[config.mk]
export PLATFORM = sky130hd
export DESIGN_NAME = key_value_text_tokenizer_top
export DESIGN_NICKNAME = d
export VERILOG_FILES = /design/src/hw/rtl/kvtt_pkg.sv /design/src/hw/rtl/key_value_text_tokenizer_top.sv
export SDC_FILE = /design/constraint.sdc
export NUM_CORES = 1
export LEC_CHECK = 0
export BUFFER_PORTS_ARGS = -buffer_cell sky130_fd_sc_hd__buf_2
export CAP_MARGIN = 30
export CELL_PAD_IN_SITES_DETAIL_PLACEMENT = 2
export CELL_PAD_IN_SITES_GLOBAL_PLACEMENT = 2
export CORE_MARGIN = 4
export CORE_UTILIZATION = 45
export CTS_BUF_LIST = sky130_fd_sc_hd__clkbuf_4 sky130_fd_sc_hd__clkbuf_8
export DETAILED_ROUTE_END_ITERATION = 8
export GPL_ROUTABILITY_DRIVEN = 0
export GPL_TIMING_DRIVEN = 0
export PLACE_DENSITY_LB_ADDON = 0.1
export SYNTH_ARGS = -nofsm -noshare
export SYNTH_HDL_FRONTEND = slang
export SYNTH_SLANG_ARGS = --single-unit
export TNS_END_PERCENT = 100
[constraint.sdc]
create_clock -name clk_i -period 4.8 [get_ports clk_i]
set_input_delay 0.72 -clock clk_i [delete_from_list [all_inputs] [get_ports clk_i]]
set_output_delay 0.72 -clock clk_i [all_outputs]
set_load 0.05 [all_outputs]
[src/hw/rtl/kvtt_pkg.sv]
package kvtt_pkg;

  // Buffer limits for stored key and value characters.
  localparam int MaxKeyLen   = 64;
  localparam int MaxValueLen = 256;

  // Field widths.
  localparam int ByteW  = 8;
  localparam int EventW = 4;
  localparam int PosW   = 9;

  // Character codes the tokenizer looks at.
  localparam logic [ByteW-1:0] CharHash    = 8'h23;
  localparam logic [ByteW-1:0] CharEquals  = 8'h3D;
  localparam logic [ByteW-1:0] CharUnder   = 8'h5F;
  localparam logic [ByteW-1:0] CharSpace   = 8'h20;
  localparam logic [ByteW-1:0] CharTab     = 8'h09;
  localparam logic [ByteW-1:0] CharNewline = 8'h0A;
  localparam logic [ByteW-1:0] CharQuote   = 8'h22;
  localparam logic [ByteW-1:0] CharUpperA  = 8'h41;
  localparam logic [ByteW-1:0] CharUpperZ  = 8'h5A;
  localparam logic [ByteW-1:0] CharLowerA  = 8'h61;
  localparam logic [ByteW-1:0] CharLowerZ  = 8'h7A;

  // What the tokenizer did with one byte.
  typedef enum logic [EventW-1:0] {
    EV_SKIP       = 4'd0,
    EV_KEY_CHAR   = 4'd1,
    EV_KEY_CLOSED = 4'd2,
    EV_EQUALS     = 4'd3,
    EV_VALUE_OPEN = 4'd4,
    EV_VALUE_CHAR = 4'd5,
    EV_PAIR_DONE  = 4'd6,
    EV_UNKNOWN    = 4'd7,
    EV_OVERFLOW   = 4'd8,
    EV_HALTED     = 4'd9
  } event_e;

  // One result transaction.
  typedef struct packed {
    event_e             ev;
    logic [ByteW-1:0]   ch;
    logic [PosW-1:0]    pos;
  } result_t;

endpackage

[src/hw/rtl/key_value_text_tokenizer_top.sv]
// An accepted byte is held in the byte register, which feeds the tokenizer logic; its
// result is then written into a two-entry output queue, so input continues while a
// result waits. Throughput: one byte per cycle while the output queue has room.
// Reset (rst_ni low, asynchronous) clears all tokenizer flags, the position counter,
// the sticky error flag, the input register's valid bit and the result queue;
// payload registers are not reset.
module key_value_text_tokenizer_top (
  input  logic                        clk_i,
  input  logic                        rst_ni,
  input  logic                        in_valid_i,
  output logic                        in_stall_o,
  input  logic [kvtt_pkg::ByteW-1:0]  text_byte_i,
  output logic                        out_valid_o,
  input  logic                        out_stall_i,
  output logic [kvtt_pkg::EventW-1:0] event_res_o,
  output logic [kvtt_pkg::ByteW-1:0]  char_out_o,
  output logic [kvtt_pkg::PosW-1:0]   position_o
);
  import kvtt_pkg::*;

  typedef struct packed {
    logic            in_comment;
    logic            in_key;
    logic            in_value;
    logic            saw_equals;
    logic            awaiting_equals;
    logic [PosW-1:0] pos;
    logic            halted;
  } state_t;

  logic             in_valid_q;
  logic [ByteW-1:0] byte_q;
  state_t           st_q, st_d;
  result_t          res;
  result_t          q_mem [2];
  logic             wr_ptr_q, rd_ptr_q;
  logic [1:0]       cnt_q;
  logic             q_full, advance, pop, load;

  // Handshake: the byte register moves into the queue whenever the queue has room.
  assign q_full     = (cnt_q == 2'd2);
  assign advance    = in_valid_q && !q_full;
  assign in_stall_o = in_valid_q && q_full;
  assign load       = in_valid_i && !in_stall_o;
  assign pop        = out_valid_o && !out_stall_i;

  // Input byte register.
  always_ff @(posedge clk_i or negedge rst_ni) begin
    if (!rst_ni) begin
      in_valid_q <= 1'b0;
    end else if (load) begin
      in_valid_q <= 1'b1;
    end else if (advance) begin
      in_valid_q <= 1'b0;
    end
  end

  always_ff @(posedge clk_i) begin
    if (load) begin
      byte_q <= text_byte_i;
    end
  end

  // Tokenizer step for the byte held in the input register.
  always_comb begin
    logic c_ws, c_letter, c_ends_key, c_quote, comment_n;
    c_ws       = (byte_q == CharTab) || (byte_q == CharSpace) || (byte_q == CharNewline);
    c_letter   = ((byte_q >= CharLowerA) && (byte_q <= CharLowerZ)) ||
                 ((byte_q >= CharUpperA) && (byte_q <= CharUpperZ)) ||
                 (byte_q == CharUnder);
    c_ends_key = (byte_q == CharEquals) || (byte_q == CharSpace) || (byte_q == CharTab);
    c_quote    = (byte_q == CharQuote);
    comment_n  = st_q.in_comment;
    st_d       = st_q;
    res.ev     = EV_SKIP;
    res.ch     = '0;
    res.pos    = st_q.pos;

    if (st_q.halted) begin
      res.ev = EV_HALTED;
    end else begin
      // A hash opens a comment anywhere; a newline closes it and is then processed.
      if (byte_q == CharHash) begin
        comment_n = 1'b1;
      end else if ((byte_q == CharNewline) && comment_n) begin
        comment_n = 1'b0;
      end
      st_d.in_comment = comment_n;

      priority if (comment_n) begin
        res.ev = EV_SKIP;
      end else if (c_ws && !(st_q.in_key || st_q.in_value)) begin
        res.ev = EV_SKIP;
      end else if (c_letter && !st_q.in_value && !st_q.in_key && !st_q.awaiting_equals) begin
        if (st_q.pos >= PosW'(MaxKeyLen)) begin
          st_d.halted = 1'b1;
          res.ev      = EV_OVERFLOW;
        end else begin
          st_d.in_key = 1'b1;
          st_d.pos    = st_q.pos + PosW'(1);
          res.ev      = EV_KEY_CHAR;
          res.ch      = byte_q;
        end
      end else if (c_ends_key && !st_q.in_value && st_q.in_key && !st_q.awaiting_equals) begin
        if (st_q.pos >= PosW'(MaxKeyLen)) begin
          st_d.halted = 1'b1;
          res.ev      = EV_OVERFLOW;
        end else begin
          if (byte_q == CharEquals) begin
            st_d.saw_equals = 1'b1;
          end else begin
            st_d.awaiting_equals = 1'b1;
          end
          st_d.in_key = 1'b0;
          st_d.pos    = '0;
          res.ev      = EV_KEY_CLOSED;
        end
      end else if (!st_q.in_value && st_q.in_key && !st_q.awaiting_equals) begin
        if (st_q.pos >= PosW'(MaxKeyLen)) begin
          st_d.halted = 1'b1;
          res.ev      = EV_OVERFLOW;
        end else begin
          st_d.pos = st_q.pos + PosW'(1);
          res.ev   = EV_KEY_CHAR;
          res.ch   = byte_q;
        end
      end else if (c_quote && !st_q.in_key && !st_q.in_value && st_q.saw_equals) begin
        st_d.in_value   = 1'b1;
        st_d.saw_equals = 1'b0;
        res.ev          = EV_VALUE_OPEN;
      end else if (c_quote && !st_q.in_key && st_q.in_value) begin
        if (st_q.pos >= PosW'(MaxValueLen)) begin
          st_d.halted = 1'b1;
          res.ev      = EV_OVERFLOW;
        end else begin
          st_d.in_value = 1'b0;
          st_d.pos      = '0;
          res.ev        = EV_PAIR_DONE;
        end
      end else if (!st_q.in_key && st_q.in_value) begin
        if (st_q.pos >= PosW'(MaxValueLen)) begin
          st_d.halted = 1'b1;
          res.ev      = EV_OVERFLOW;
        end else begin
          st_d.pos = st_q.pos + PosW'(1);
          res.ev   = EV_VALUE_CHAR;
          res.ch   = byte_q;
        end
      end else if ((byte_q == CharEquals) && st_q.awaiting_equals) begin
        st_d.awaiting_equals = 1'b0;
        st_d.saw_equals      = 1'b1;
        res.ev               = EV_EQUALS;
      end else begin
        st_d.halted = 1'b1;
        res.ev      = EV_UNKNOWN;
      end
    end
  end

  // Tokenizer state advances once per byte that leaves the input register.
  always_ff @(posedge clk_i or negedge rst_ni) begin
    if (!rst_ni) begin
      st_q <= '0;
    end else if (advance) begin
      st_q <= st_d;
    end
  end

  // Two-entry result queue: pointers and fill count.
  always_ff @(posedge clk_i or negedge rst_ni) begin
    if (!rst_ni) begin
      wr_ptr_q <= 1'b0;
      rd_ptr_q <= 1'b0;
      cnt_q    <= 2'd0;
    end else begin
      if (advance) begin
        wr_ptr_q <= !wr_ptr_q;
      end
      if (pop) begin
        rd_ptr_q <= !rd_ptr_q;
      end
      if (advance && !pop) begin
        cnt_q <= cnt_q + 2'd1;
      end else if (pop && !advance) begin
        cnt_q <= cnt_q - 2'd1;
      end
    end
  end

  always_ff @(posedge clk_i) begin
    if (advance) begin
      q_mem[wr_ptr_q] <= res;
    end
  end

  // Result transaction at the head of the queue.
  assign out_valid_o = (cnt_q != 2'd0);
  assign event_res_o = q_mem[rd_ptr_q].ev;
  assign char_out_o  = q_mem[rd_ptr_q].ch;
  assign position_o  = q_mem[rd_ptr_q].pos;

endmodule

==> results_dict.tcl <==
set metrics [dict create \
    outcome "complete, no violations" \
    grt_pass1_wl_mm 16.5 \
    die_h_um 94.3 \
    cp-startpoint "byte_q[4]" \
    hold_viol_final 0 \
    core_um2 7250 \
    rows 31 \
    fill_cells 735 \
    async_flop_share_pct 28.6 \
    cts_hold_buf 0 \
    p_per_area_nw_per_um2 574 \
    rsz0062_at_grt "false" \
    antenna_found_initial 0 \
    tns_ns 0 \
    slew_headroom_pct 43.8 \
    min_period_ns 3.34 \
    worst_pin_slew_ns 0.836 \
    drive_gt1_share_pct 27.2 \
    yosysWarnings 0 \
    reg2reg_to "q_mem[0][18]" \
    post-dp-hpwl_mm 7.36 \
    io_pins 35 \
    r2r_cells 5 \
    min_path_type "primary input to asynchronous set/reset pin" \
    area_delta_synth_final_pct 15.4 \
    tritoncts "done" \
    die-area_um2 8890 \
    cts.htree.levels 3 \
    syn-num-nets 286 \
    cap_violations 0 \
    track_usage_pct 25.3 \
    insertion_delay_ns 0.36 \
    cts_sinks 70 \
    root_buffer "clkbuf_8" \
    slew_viol_final 0 \
    postLayoutCoreUtil_pct 53.3 \
    worstSetupPathType "register to register" \
    ys_seq_area_share_pct 59.7 \
    synthFlopType "edfxtp_1" \
    max_freq_mhz 300 \
    grt.overflow.total 0 \
    netlist.area_leader.share_pct 44.8 \
    critPathCapture "q_mem[0][18]" \
    post_drt_wl_per_cell_um 24.5 \
    setup_violations 0 \
    drtAntennaViolNets 0 \
    skew_ns 0.0115 \
    first_pass_iters 4 \
    worst-endpoint-arrival_ns 3.39 \
    post_cts_buffers 0 \
    rr_startpoint "byte_q[4]" \
    final_cells 422 \
    initial_core_util_pct 46.2 \
    nets 333 \
    peakVddDrop_mv 0.184 \
    grt_pass1_vias 2738 \
    syn-instance-count 271 \
    final_common_cell "edfxtp_1" \
    drtIter0Drc 152 \
    vias 2516 \
    synth.distinct_cells 54 \
    reg2reg_setup_slack_ns 1.46 \
    die_w_um 94.3 \
    clk_pin_slew_ns 0.08 \
    required_ns 4.85 \
    yosys-top-cells-area "edfxtp_1 45%, dfrtp_1 15%, mux2_2 7.4%" \
    cts-resized-gates 0 \
    n_antenna_cell 0 \
    synth.largest_area_cell "edfxtp_1" \
    drc 0 \
    multi_input_area_um2 1290 \
    final_cell_mix "50 x edfxtp_1, 34 x buf_2, 22 x nor2_1, 22 x mux2_2, 20 x dfrtp_1" \
    synth_enable_flop_cells 50 \
    end_kind "register" \
    clock_path_buffers 2 \
    area.sequential_um2 2000 \
    fin_crit_sh_pct 69.5 \
    wirelength_mm 10.3 \
    io_buffers 34 \
    ys_ff_latch 70 \
    synth_area_um2 3350 \
    grt_max_degree 21 \
    startpoint_type "register" \
    cts_buffers 9 \
    p_leak_nw 1.44 \
    cp_max_fo 8 \
    place_inst 406 \
    vias_per_cell 5.96 \
    synth_area_per_cell_um2 12.4 \
]
-- critical path, stage by stage, from the launching register on --
cell and delay [ns]:
edfxtp_1 0.51, or4_1 0.60, o2111ai_1 0.51, nor2_1 0.24, or3_1 0.49, nor4_1 0.69
-- metal layers --
metal  vias up  wire (µm)  track usage [%]
met5         -          0                0
met2        66       5180             41.2
met3        11        407             4.97
li1       1128          -                -
met1      1311       4620             34.2
met4         0        122             7.82
-- power breakdown --
group | leakage, nW | internal [mW] | switching, mW
sequential | 0.726 | 0.809 | 0.0737
clock | 0.0869 | 0.211 | 0.235
combinational | 0.625 | 0.263 | 0.629
-- stage by stage --
stage / instance area, µm² / power, mW / setup WS, ns / hold WS (ns)
global route: 3870 / 2.33 / 1.37 / 0.343
CTS: 3870 / 2.24 / 1.58 / 0.328
floorplan: 3350 / 1.52 / 2.07 / 0.424
finish: 3870 / 2.22 / 1.46 / 0.325
global placement: 3650 / 1.70 / 1.71 / 0.477
detailed placement: 3690 / 1.79 / 1.64 / 0.502
-- worst min path at each step --
stage / cells past startpoint / from / slack [ns] / to
5_1_grt: 1 / rst_ni / 0.34 / res[2]
2_1_floorplan: 0 / rst_ni / 0.42 / cnt_q[0]
3_5_place_dp: 1 / wr_ptr_q / 0.50 / wr_ptr_q
4_1_cts: 1 / rst_ni / 0.33 / res[2]
6_report: 1 / rst_ni / 0.32 / res[2]
3_3_place_gp: 1 / wr_ptr_q / 0.48 / wr_ptr_q
-- sequential cells by signal, summed over array words and instances, names as in the netlist --
signal / flops
rd_ptr_q: 1
in_valid_q: 1
wr_ptr_q: 1
byte_q: 8
cnt_q: 2
res: 9
q_mem: 42
st_q: 6
-- cell usage after synthesis (3+ instances only) --
master    number
o21ai_0        8
nand2_1       16
nor2_1        23
edfxtp_1      50
nor4_1         4
xnor2_1        4
nand2b_1       6
and3_1         3
clkbuf_1       6
nor2b_1        3
mux2_2        22
or4_1          6
nand3_1        5
nor3_1         7
ha_1           3
a31o_2         3
a31oi_1        3
a21oi_1       12
inv_1          5
a211oi_1       4
and2_1        10
or2_2          5
dfrtp_1       20
-- cell families (layout without fill, tap and decap cells) --
family / after synthesis / after routing / share of synthesized area (%)
AND/OR/NAND/NOR: 102 / 102 / 16.8
flip-flops: 70 / 70 / 59.7
AO/OA/AOI/OAI: 54 / 54 / 11.6
multiplexers: 22 / 22 / 7.39
buffers and inverters: 14 / 66 / 1.79
XOR/XNOR: 6 / 6 / 1.57
adder cells (fa/ha/maj): 3 / 3 / 1.12
-- cell type report --
type | instances | area share, %
inverters | 5 | 0.485
clock buffers | 12 | 3.95
repair buffers | 36 | 5.50
well taps | 99 | 3.20
multi-input cells | 187 | 33.4
clock inverters | 4 | 0.615
plain buffers | 9 | 1.07
flip-flops and latches | 70 | 51.8
(Power assumes the default switching activity.)
